File: config.mk
export PLATFORM = sky130hd
export DESIGN_NAME = light_slot_match_allocator_top
export DESIGN_NICKNAME = d
export VERILOG_FILES = /design/src/rtl/lsma_pkg.sv /design/src/rtl/lsma_match.sv /design/src/rtl/lsma_state.sv /design/src/rtl/light_slot_match_allocator_top.sv
export SDC_FILE = /design/constraint.sdc
export NUM_CORES = 1
export LEC_CHECK = 0
export BUFFER_PORTS_ARGS = -buffer_cell sky130_fd_sc_hd__buf_2
export CORE_UTILIZATION = 55
export CTS_CLUSTER_DIAMETER = 150
export DETAILED_ROUTE_END_ITERATION = 10
export PLACE_DENSITY = 0.72
export SETUP_SLACK_MARGIN = 0.02
export SLEW_MARGIN = 0
export SYNTH_ARGS = -nofsm -noshare
export SYNTH_HDL_FRONTEND = slang
export SYNTH_SLANG_ARGS = --single-unit
File: constraint.sdc
create_clock -name clk -period 17.3 [get_ports clk]
set_input_delay 0 -clock clk [delete_from_list [all_inputs] [get_ports clk]]
set_output_delay 0 -clock clk [all_outputs]
set_load 0.1 [all_outputs]
File: src/rtl/lsma_pkg.sv
package lsma_pkg;

  // Palette size and derived index width.
  localparam int SLOT_COUNT = 4;
  localparam int SLOT_W     = (SLOT_COUNT > 1) ? $clog2(SLOT_COUNT) : 1;

  // Field widths.
  localparam int COLOR_W = 24;
  localparam int MULT_W  = 8;
  localparam int COUNT_W = 16;
  localparam int DIST_W  = 10;
  localparam int TOL_W   = 10;

  typedef logic [COLOR_W-1:0] color_t;
  typedef logic [MULT_W-1:0]  mult_t;
  typedef logic [COUNT_W-1:0] count_t;
  typedef logic [DIST_W-1:0]  dist_t;
  typedef logic [TOL_W-1:0]   tol_t;
  typedef logic [SLOT_W-1:0]  slot_idx_t;

  // Request kinds.
  localparam logic [1:0] KIND_ALLOC = 2'd0;
  localparam logic [1:0] KIND_FREE  = 2'd1;
  localparam logic [1:0] KIND_CLEAR = 2'd2;

  // Configuration register indexes.
  localparam logic REG_TOL   = 1'b0;
  localparam logic REG_DMULT = 1'b1;

  // Reset values.
  localparam tol_t   TOL_RESET  = 10'd3;
  localparam mult_t  MULT_RESET = 8'd28;
  localparam count_t COUNT_MAX  = 16'hFFFF;

  localparam logic [3:0][COLOR_W-1:0] BASE_PALETTE = {
    24'h5000C8, 24'hFFFA14, 24'h0A0AFF, 24'hFFFFFF
  };

  // Reset colour of a slot; slots beyond the base palette start black.
  function automatic color_t base_color(input int unsigned i);
    color_t c;
    c = '0;
    if (i < 4) begin
      c = BASE_PALETTE[i[1:0]];
    end
    return c;
  endfunction

  // One request as it leaves the input register.
  typedef struct packed {
    logic [1:0] kind;
    color_t     color;
    mult_t      mult;
    logic [1:0] slot;
  } req_t;

  // One result item.
  typedef struct packed {
    logic [1:0] chosen_slot;
    logic       newly_claimed;
    count_t     count_after;
  } res_t;

  // State update decided by the match logic.
  typedef struct packed {
    logic      cnt_we;
    slot_idx_t cnt_slot;
    count_t    cnt_val;
    logic      claim;
    color_t    color;
    mult_t     mult;
    logic      clear;
  } upd_t;

endpackage

File: src/rtl/lsma_match.sv
module lsma_match
  import lsma_pkg::*;
(
  input  req_t                     req,
  input  color_t [SLOT_COUNT-1:0]  slot_color,
  input  mult_t  [SLOT_COUNT-1:0]  slot_mult,
  input  count_t [SLOT_COUNT-1:0]  use_count,
  input  tol_t                     tol,
  input  mult_t                    dflt_mult,
  output res_t                     res,
  output upd_t                     upd
);

  function automatic logic [MULT_W-1:0] abs_diff(input logic [7:0] a, input logic [7:0] b);
    return (a > b) ? (a - b) : (b - a);
  endfunction

  // L1 distance from the request to every slot, side by side.
  dist_t [SLOT_COUNT-1:0] slot_dist;

  always_comb begin
    for (int i = 0; i < SLOT_COUNT; i++) begin
      slot_dist[i] = DIST_W'(abs_diff(req.color[23:16], slot_color[i][23:16]))
                   + DIST_W'(abs_diff(req.color[15:8],  slot_color[i][15:8]))
                   + DIST_W'(abs_diff(req.color[7:0],   slot_color[i][7:0]));
      if (req.mult != '0) begin
        slot_dist[i] = slot_dist[i] + DIST_W'(abs_diff(req.mult, slot_mult[i]));
      end
    end
  end

  // Nearest slot among slot 0 and the live slots, the lowest index winning ties, and the first free slot above slot 0.
  slot_idx_t best;
  dist_t     best_d;
  slot_idx_t free_slot;
  logic      free_found;

  always_comb begin
    best       = '0;
    best_d     = slot_dist[0];
    free_slot  = '0;
    free_found = 1'b0;
    for (int i = 1; i < SLOT_COUNT; i++) begin
      if (use_count[i] != '0 && slot_dist[i] < best_d) begin
        best   = SLOT_W'(i);
        best_d = slot_dist[i];
      end
      if (!free_found && use_count[i] == '0) begin
        free_found = 1'b1;
        free_slot  = SLOT_W'(i);
      end
    end
  end

  // Decide the result and the state update.
  slot_idx_t free_idx;
  logic      free_ok;
  count_t    best_inc;
  count_t    free_dec;

  assign free_idx = SLOT_W'(req.slot);
  assign free_ok  = (32'(req.slot) < SLOT_COUNT);
  assign best_inc = (use_count[best] < COUNT_MAX) ? use_count[best] + 1'b1 : use_count[best];
  assign free_dec = (use_count[free_idx] > '0) ? use_count[free_idx] - 1'b1
                                               : use_count[free_idx];

  always_comb begin
    res = '0;
    upd = '0;
    upd.color = req.color;
    upd.mult  = (req.mult != '0) ? req.mult : dflt_mult;
    case (req.kind)
      KIND_ALLOC: begin
        if (32'(best_d) < 32'(tol) || !free_found) begin
          upd.cnt_we      = 1'b1;
          upd.cnt_slot    = best;
          upd.cnt_val     = best_inc;
          res.chosen_slot = 2'(best);
          res.count_after = best_inc;
        end else begin
          upd.cnt_we        = 1'b1;
          upd.claim         = 1'b1;
          upd.cnt_slot      = free_slot;
          upd.cnt_val       = count_t'(1);
          res.chosen_slot   = 2'(free_slot);
          res.newly_claimed = 1'b1;
          res.count_after   = count_t'(1);
        end
      end
      KIND_FREE: begin
        res.chosen_slot = req.slot;
        if (free_ok) begin
          upd.cnt_we      = 1'b1;
          upd.cnt_slot    = free_idx;
          upd.cnt_val     = free_dec;
          res.count_after = free_dec;
        end
      end
      KIND_CLEAR: begin
        upd.clear       = 1'b1;
        res.count_after = use_count[0];
      end
      default: begin
        res = '0;
      end
    endcase
  end

endmodule

File: src/rtl/lsma_state.sv
module lsma_state
  import lsma_pkg::*;
(
  input  logic                     clk,
  input  logic                     rst_n,
  input  logic                     apply,
  input  upd_t                     upd,
  output color_t [SLOT_COUNT-1:0]  slot_color,
  output mult_t  [SLOT_COUNT-1:0]  slot_mult,
  output count_t [SLOT_COUNT-1:0]  use_count
);

  color_t [SLOT_COUNT-1:0] color_r;
  mult_t  [SLOT_COUNT-1:0] mult_r;
  count_t [SLOT_COUNT-1:0] count_r;

  // Palette and use counts, updated once per processed item.
  always_ff @(posedge clk) begin
    if (!rst_n) begin
      for (int i = 0; i < SLOT_COUNT; i++) begin
        color_r[i] <= base_color(i);
        mult_r[i]  <= MULT_RESET;
        count_r[i] <= '0;
      end
    end else if (apply) begin
      if (upd.clear) begin
        for (int i = 1; i < SLOT_COUNT; i++) begin
          count_r[i] <= '0;
        end
      end
      if (upd.cnt_we) begin
        count_r[upd.cnt_slot] <= upd.cnt_val;
      end
      if (upd.claim) begin
        color_r[upd.cnt_slot] <= upd.color;
        mult_r[upd.cnt_slot]  <= upd.mult;
      end
    end
  end

  assign slot_color = color_r;
  assign slot_mult  = mult_r;
  assign use_count  = count_r;

endmodule

File: src/rtl/light_slot_match_allocator_top.sv
// Throughput: one request per cycle while the result channel is not stalled;
// the palette search and the count update of an item finish between the
// input and result registers.
// Reset (synchronous, active low) restores the palette, clears all use
// counts and reloads the configuration.
module light_slot_match_allocator_top
  import lsma_pkg::*;
(
  input  logic        clk,
  input  logic        rst_n,
  // Request channel.
  input  logic        in_tvalid,
  output logic        in_tready,
  input  logic [39:0] in_tdata,   // light_color[23:0], multiplier[31:24], slot[33:32]
  input  logic [1:0]  in_tuser,   // kind[1:0]
  // Result channel.
  output logic        out_tvalid,
  input  logic        out_tready,
  output logic [23:0] out_tdata,  // chosen_slot[1:0], count_after[17:2]
  output logic        out_tuser,  // newly_claimed[0]
  // Configuration channel.
  input  logic        cfg_valid,
  output logic        cfg_ready,
  input  logic        cfg_index,
  input  logic [9:0]  cfg_data
);

  // Configuration registers.
  tol_t  tol_r;
  mult_t dflt_mult_r;

  assign cfg_ready = 1'b1;

  always_ff @(posedge clk) begin
    if (!rst_n) begin
      tol_r       <= TOL_RESET;
      dflt_mult_r <= MULT_RESET;
    end else if (cfg_valid) begin
      unique case (cfg_index)
        REG_TOL:   tol_r       <= cfg_data;
        REG_DMULT: dflt_mult_r <= cfg_data[7:0];
        default:   tol_r       <= tol_r;
      endcase
    end
  end

  // Pipeline handshake: the input stage moves on when the result register frees.
  logic s1_valid_r;
  req_t s1_req_r;
  logic out_valid_r;
  res_t out_res_r;
  logic adv;

  assign adv       = s1_valid_r && (!out_valid_r || out_tready);
  assign in_tready = !s1_valid_r || adv;

  always_ff @(posedge clk) begin
    if (!rst_n) begin
      s1_valid_r  <= 1'b0;
      out_valid_r <= 1'b0;
    end else begin
      if (in_tvalid && in_tready) begin
        s1_valid_r <= 1'b1;
      end else if (adv) begin
        s1_valid_r <= 1'b0;
      end
      if (adv) begin
        out_valid_r <= 1'b1;
      end else if (out_tready) begin
        out_valid_r <= 1'b0;
      end
    end
  end

  // Input register.
  always_ff @(posedge clk) begin
    if (in_tvalid && in_tready) begin
      s1_req_r.kind  <= in_tuser;
      s1_req_r.color <= in_tdata[23:0];
      s1_req_r.mult  <= in_tdata[31:24];
      s1_req_r.slot  <= in_tdata[33:32];
    end
  end

  // Palette search and state.
  color_t [SLOT_COUNT-1:0] slot_color;
  mult_t  [SLOT_COUNT-1:0] slot_mult;
  count_t [SLOT_COUNT-1:0] use_count;
  res_t                    res;
  upd_t                    upd;

  lsma_match u_match (
    .req        (s1_req_r),
    .slot_color (slot_color),
    .slot_mult  (slot_mult),
    .use_count  (use_count),
    .tol        (tol_r),
    .dflt_mult  (dflt_mult_r),
    .res        (res),
    .upd        (upd)
  );

  lsma_state u_state (
    .clk        (clk),
    .rst_n      (rst_n),
    .apply      (adv),
    .upd        (upd),
    .slot_color (slot_color),
    .slot_mult  (slot_mult),
    .use_count  (use_count)
  );

  // Result register.
  always_ff @(posedge clk) begin
    if (adv) begin
      out_res_r <= res;
    end
  end

  assign out_tvalid = out_valid_r;
  assign out_tdata  = {6'b0, out_res_r.count_after, out_res_r.chosen_slot};
  assign out_tuser  = out_res_r.newly_claimed;

`ifndef SYNTHESIS
  // A freshly claimed slot always reports a count of one.
  a_claim_count: assert property (@(posedge clk) disable iff (!rst_n)
    (out_tvalid && out_tuser) |-> (out_tdata[17:2] == 16'd1))
    else $error("claimed slot reported a count other than one");

  // After a clear request is processed, every slot but slot 0 is free.
  a_clear_frees: assert property (@(posedge clk) disable iff (!rst_n)
    (adv && s1_req_r.kind == KIND_CLEAR) |=> (use_count[SLOT_COUNT-1:1] == '0))
    else $error("clear request left a slot in use");

  // An empty input stage always takes a new item.
  a_empty_ready: assert property (@(posedge clk) disable iff (!rst_n)
    !s1_valid_r |-> in_tready)
    else $error("input stage empty but not ready");
`endif

endmodule
* Yosys cells after proc, flatten, opt, wreduce, memory -nomap -nowiden
Index checks and enable logic that the tools add are counted.
** Operators by class
- $add $sub $neg :: 46
- Magnitude comparators :: 26
- Equality and inequality tests :: 2
- Multiplexer cells :: 65
- Bitwise operators :: 1
- Reductions and logical operators :: 30
** Operators with widths (number)
- subtractor 8 bit :: 32
- 2-to-1 mux 48 bit :: 3
- 2-to-1 mux 8 bit :: 18
- > comparator 8 bit :: 16
- bitwise mux 96 bit :: 1
- 2-to-1 mux 16 bit :: 6
- adder 10 x 8 -> 10 bit :: 8
- 2-to-1 mux 10 bit :: 7
- binary-select mux 16 bit (select 2 bit) :: 2
- bitwise mux 64 bit :: 1
- 2-to-1 mux 64 bit :: 1
- demux 24 bit (select 2 bit) :: 1
- zero test 16 bit :: 3
- one-hot mux 16 bit (3 select lines) :: 1
- nonzero test 16 bit :: 3
- < comparator 10 bit :: 4
- one-hot mux 19 bit (2 select lines) :: 1
- adder 8 x 8 -> 9 bit :: 4
- bitwise mux 32 bit :: 1
- demux 16 bit (select 2 bit) :: 1
- 2-to-1 mux 24 bit :: 1
- 2-to-1 mux 18 bit :: 1
- adder 16 x 1 -> 16 bit (second input constant) :: 1
- demux 8 bit (select 2 bit) :: 1
- 18 further kinds :: 52
** Word-level totals
- Register bits after elaboration :: 267
- Bits of input ports :: 58
- Output and inout port bits :: 28
- Word-level logic and storage cells :: 193

* Depth between registers and ports, before layout
- Depth in word-level cells :: 27
- Mapped depth :: 83
- Mapped depth without buffers :: 73

* Hierarchy
From an unflattened synthesis, not the netlist that was laid out.
** Unflattened totals
- Cells, all modules :: 3150
- Area total of the unflattened synthesis :: 26496.7 sq um
** By module, submodules not included
- lsma_match :: instances 1, cells each 2240, area each 17143.9 sq um, seq. area each 0.0 sq um
- lsma_state :: instances 1, cells each 759, area each 6821.5 sq um, seq. area each 3843.7 sq um
- light_slot_match_allocator_top :: instances 1, cells each 151, area each 2531.2 sq um, seq. area each 2052.0 sq um

* Worst setup path after synthesis
OpenSTA, ideal clock, no wires.
- Kind :: flip-flop to flip-flop
- Start point :: register s1_req_r[18] (netlist name)
- End point :: register u_state.mult_r, in the netlist u_state.slot_mult[15]
- Library setup time :: 0.116 ns
- Arrival :: 15.458 ns
- Data required time :: 17.184 ns
- Slack :: 1.726 ns
- Stages on the path, launching flop included :: 80
- Buffers on the path :: 10
- Period minus slack after synthesis :: 15.574 ns
- Path through :: edfxtp_1 > inv_1 > ha_1 > inv_1 > fa_1 > a21o_1 > a21oi_1 > o21bai_1 > a21oi_1 > o21bai_1 > a21oi_1 > nor2_1 > a221o_1 > xor2_1 > ha_1 > or2_2 > o31a_1 > a21o_1 > [... 44 more ...] > ha_1 > a21o_1 > a21o_1 > a21o_1 > a21o_1 > a21o_1 > a21o_1 > a21oi_1 > o21a_1 > o21ai_1 > o221a_2 > buf_2 > nor2b_1 > and2_1 > clkbuf_1 > clkbuf_1 > nand2_1 > o211a_1
** On the way
- Cells in the longest elaborated chain, start to end :: 24
- Elaborated cells between the ends (all ways) :: 57
- Those cells by class :: add/sub: 20; order compare: 10; mux: 21; reduce/logical: 6
** RTL lines
- start, declared :: RTL line light_slot_match_allocator_top.sv:49 : req_t s1_req_r;
- subtractor 8 bit / > comparator 8 bit (equally long branches) :: RTL line lsma_match.sv:15 : return (a > b) ? (a - b) : (b - a);
- 2-to-1 mux 8 bit :: RTL line lsma_match.sv:15
- adder 8 x 8 -> 9 bit :: RTL line lsma_match.sv:24 : + DIST_W'(abs_diff(req.color[15:8], slot_color[i][15:8]))
- adder 10 x 8 -> 10 bit :: RTL line lsma_match.sv:25 : + DIST_W'(abs_diff(req.color[7:0], slot_color[i][7:0]));
- adder 10 x 8 -> 10 bit :: RTL line lsma_match.sv:27 : slot_dist[i] = slot_dist[i] + DIST_W'(abs_diff(req.mult, slot_mult[i]));
- 2-to-1 mux 10 bit :: RTL line lsma_match.sv:26 : if (req.mult != '0) begin
- < comparator 10 bit :: RTL line lsma_match.sv:44 : if (use_count[i] != '0 && slot_dist[i] < best_d) begin
- logical AND 1 bit :: RTL line lsma_match.sv:44
- [... 8 more ...]
- logical OR 1 bit :: RTL line lsma_match.sv:74 : if (32'(best_d) < 32'(tol) || !free_found) begin
- 2-to-1 mux 18 bit :: RTL line lsma_match.sv:74
- one-hot mux 19 bit (2 select lines) :: RTL line lsma_match.sv:72 : case (req.kind)
- < comparator 2 x 3 -> 1 bit (not written as such) / greater-or-equal comparator 2 x 1 -> 1 bit (equally long branches) :: RTL line lsma_state.sv:36 : mult_r[upd.cnt_slot] <= upd.mult;
- logical AND 1 bit (not written as such) :: RTL line lsma_state.sv:36
- 2-to-1 mux 8 bit (not written as such) :: RTL line lsma_state.sv:36
- demux 8 bit (select 2 bit)
- bitwise mux 32 bit :: RTL line lsma_state.sv:36
- end signal, assigned by index :: RTL line lsma_state.sv:36
- end, declared :: RTL line lsma_state.sv:14 : mult_t [SLOT_COUNT-1:0] mult_r;
Parallel ways exist; a longest one is shown, timed or not.
A chain may end at the register's enable or synchronous reset.

* Final worst setup path
- Start point :: register s1_req_r[18] (netlist name)
- End point :: register u_state.mult_r, in the netlist u_state.slot_mult[9]
The elaborated chain is that of the path after synthesis.

==> results.cfg <==
[timing]
tightest_slew_ns = 0.976
fmax_ghz = 0.0621
skew_ns = 0.0286
drv_slew = 0
timing.slew.headroom = 0.349
fin_tns_setup_ns = 0
rsz0062_at_grt = false
period_needed_ns = 16.11
fin_crit_sh = 0.931
holdWs_ns = 0.151
hold_violations = 0
setup_viol = 0

[finish]
diodes = 0
fin_nets = 3644
instances_no_fill = 3795
final_util = 0.624
syn_to_final_growth_pct = 10.8
design_area_um2 = 28600
drive_above_1_share = 0.0745
final_cell_mix = nand2_1 (381), ha_1 (373), inv_1 (310), a21oi_1 (248), dfxtp_1 (212)
layout_commonest_cell = nand2_1

[setup_path]
crit_type = reg2reg
cp_max_fo = 46
worst_setup_path_start_kind = register
worstPathArrival_ns = 16.55
cp_slowest_cell = a2111oi_0
critPathMaxStageDelay_ns = 0.56
endpoint_kind = register
cp_common_cell = a21o_1
crit_required_ns = 17.74

[cts]
cts_tree = yes
cts_buffers = 35
ctsLongestPathBuffers = 3
cts_sinks = 267
clock_latency_ns = 0.57
path_clk_slew_ns = 0.06
htreeDepth = 2
cts-root-buf = clkbuf_16

[synthesis]
synth-edff-count = 55
synth-seq-cells = 267
syn-cell-area_um2 = 25800
synth.distinct_cells = 92
async_flop_share = 0
yosys_warnings = 0
synthCells = 3068
seq_area_frac_synth = 0.229
synth.avg_cell_area_um2 = 8.40
synth_ff_type = dfxtp_1

[outcome]
status = finished, final reports clean

[min_path]
hold_path_class = in2reg

[grt]
grt_pass1_vias = 22990
grt_max_degree = 68
grt_usage = 0.327
gr-total-overflow = 0
use_met1 = 0.406
grtUsageMet3 = 0.0427
met2_usage = 0.556
busiest_layer = met2
grt_antenna_before_repair = 0
grt_pass1_wl_mm = 122

[place]
post_dp_cell_area_um2 = 26700
dpl.hpwl_mm = 57.9
place.gp.congestion = 0.988
io_buffers = 72
dp_cells = 3658

[power]
p_per_area_nw_per_um2 = 208
vdd_drop_max_v = 0.000366
power.leakage_nw = 12.9

[run]
timing.max_cap.violations = 0

[routing]
route.detailed.drc = 0
drt_first_pass_iters = 6
avgRoutedWirePerCell_um = 20.4
postRouteAntennaNets = 0
vias_per_cell = 6.10
wl_mm = 77.5
drt-initial-drc-count = 1786
vias = 23136

[die]
start_util = 0.563
num_rows = 78
die_area_um2 = 47700
ios = 86
fp.dieW_um = 218
core_area_um2 = 45800
die_y_um = 218
==> metrics by stage <==
stage / power [mW] / setup slack [ns]
2_1_floorplan: 3.94 / 1.73
3_3_place_gp: 4.97 / 1.37
3_5_place_dp: 5.08 / 1.02
4_1_cts: 5.86 / 0.904
5_1_grt: 6.45 / 0.0357
6_report: 5.95 / 1.19
==> Yosys cell counts (all sizes together) (8+ instances only) <==
library cell | number | share of area
o211a | 16 | 0.0062
a211oi | 31 | 0.0099
a31oi | 14 | 0.0036
a221oi | 33 | 0.011
o2bb2ai | 12 | 0.0041
o211ai | 47 | 0.014
nor3 | 16 | 0.0031
and2 | 22 | 0.0053
o21bai | 32 | 0.0093
a211o | 8 | 0.0027
nand2b | 25 | 0.0061
xor2 | 67 | 0.023
dfxtp | 212 | 0.16
a221o | 26 | 0.010
nor2b | 102 | 0.025
a22o | 14 | 0.0048
inv | 310 | 0.045
nand3 | 26 | 0.0055
a21o | 74 | 0.022
ha | 373 | 0.18
mux2 | 34 | 0.015
a32oi | 16 | 0.0057
nor2 | 100 | 0.015
buf | 30 | 0.0064
clkbuf | 90 | 0.013
xnor2 | 116 | 0.039
mux4 | 16 | 0.014
o21a | 27 | 0.0079
edfxtp | 55 | 0.064
nand4 | 42 | 0.011
o21ai | 153 | 0.030
nor4 | 23 | 0.0079
mux2i | 74 | 0.029
nand2 | 382 | 0.056
a21oi | 248 | 0.048
fa | 44 | 0.034
a21boi | 60 | 0.017
o22a | 13 | 0.0044
==> area by class of cell <==
| class | instances | area, µm² |
|---|---|---|
| clock buffers | 45 | 953 |
| clock inverters | 18 | 178 |
| fillers | 3890 | 17200 |
| inverters | 310 | 1160 |
| multi-input cells | 2376 | 18200 |
| flip-flops and latches | 267 | 5900 |
| well taps | 600 | 751 |
| repair buffers | 179 | 1370 |
==> repair_timing <==
item	in CTS	in global routing
endpoints found under the hold margin	79	0
buffers inserted	0	1
hold buffers	73	0
gates resized for setup	0	1
setup endpoints to repair	0	114
==> worst paths after layout <==
check,start,end,slack [ns],cells past startpoint
hold reg to reg,u_state.slot_color[23],u_state.slot_color[23],0.43,2
setup / recovery,s1_req_r[18],u_state.slot_mult[9],1.19,71
hold / removal,in_tdata[29],s1_req_r[7],0.15,2
setup reg to reg,s1_req_r[18],u_state.slot_mult[9],1.19,71
==> report_power, final <==
group	internal, mW	total [mW]	switching, mW
sequential	0.678	0.718	0.0395
clock	0.436	0.741	0.305
combinational	1.69	4.49	2.80
total	2.81	5.95	3.14
==> critical path: cells and delay by family, from the launching register on <==
kind            cells  cell delay, ns
compound gates     41            8.76
xor+xnor            3            0.57
fa+ha+maj          10            2.84
buf+inv             5            0.91
flops               1            0.39
simple gates       12            2.45
==> logic make-up (layout without fill, tap and decap cells) <==
group	count (synthesis)	after routing	share of synthesized area
XOR/XNOR	183	183	0.0622
other	2	7	0.000291
AO/OA/AOI/OAI	865	865	0.225
adder cells (fa/ha/maj)	419	419	0.216
multiplexers	124	124	0.0579
flip-flops	267	267	0.229
buffers and inverters	430	552	0.0646
AND/OR/NAND/NOR	778	778	0.146
==> flip-flops by register name, indices dropped and copies added, names as in the netlist <==
| signal | cells |
|---|---|
| s1_valid_r | 1 |
| u_state.slot_color | 96 |
| s1_req_r | 36 |
| dflt_mult_r | 8 |
| tol_r | 10 |
| u_state.use_count | 64 |
| out_tuser | 1 |
| out_tdata | 18 |
| out_tvalid | 1 |
| u_state.slot_mult | 32 |
==> routing by layer <==
metal	share of wire	vias to the layer above
met5	0	-
met4	0.049	0
met3	0.065	228
met2	0.47	871
met1	0.42	11010
li1	-	11027
No activity file was read; power rests on OpenSTA's default activity.
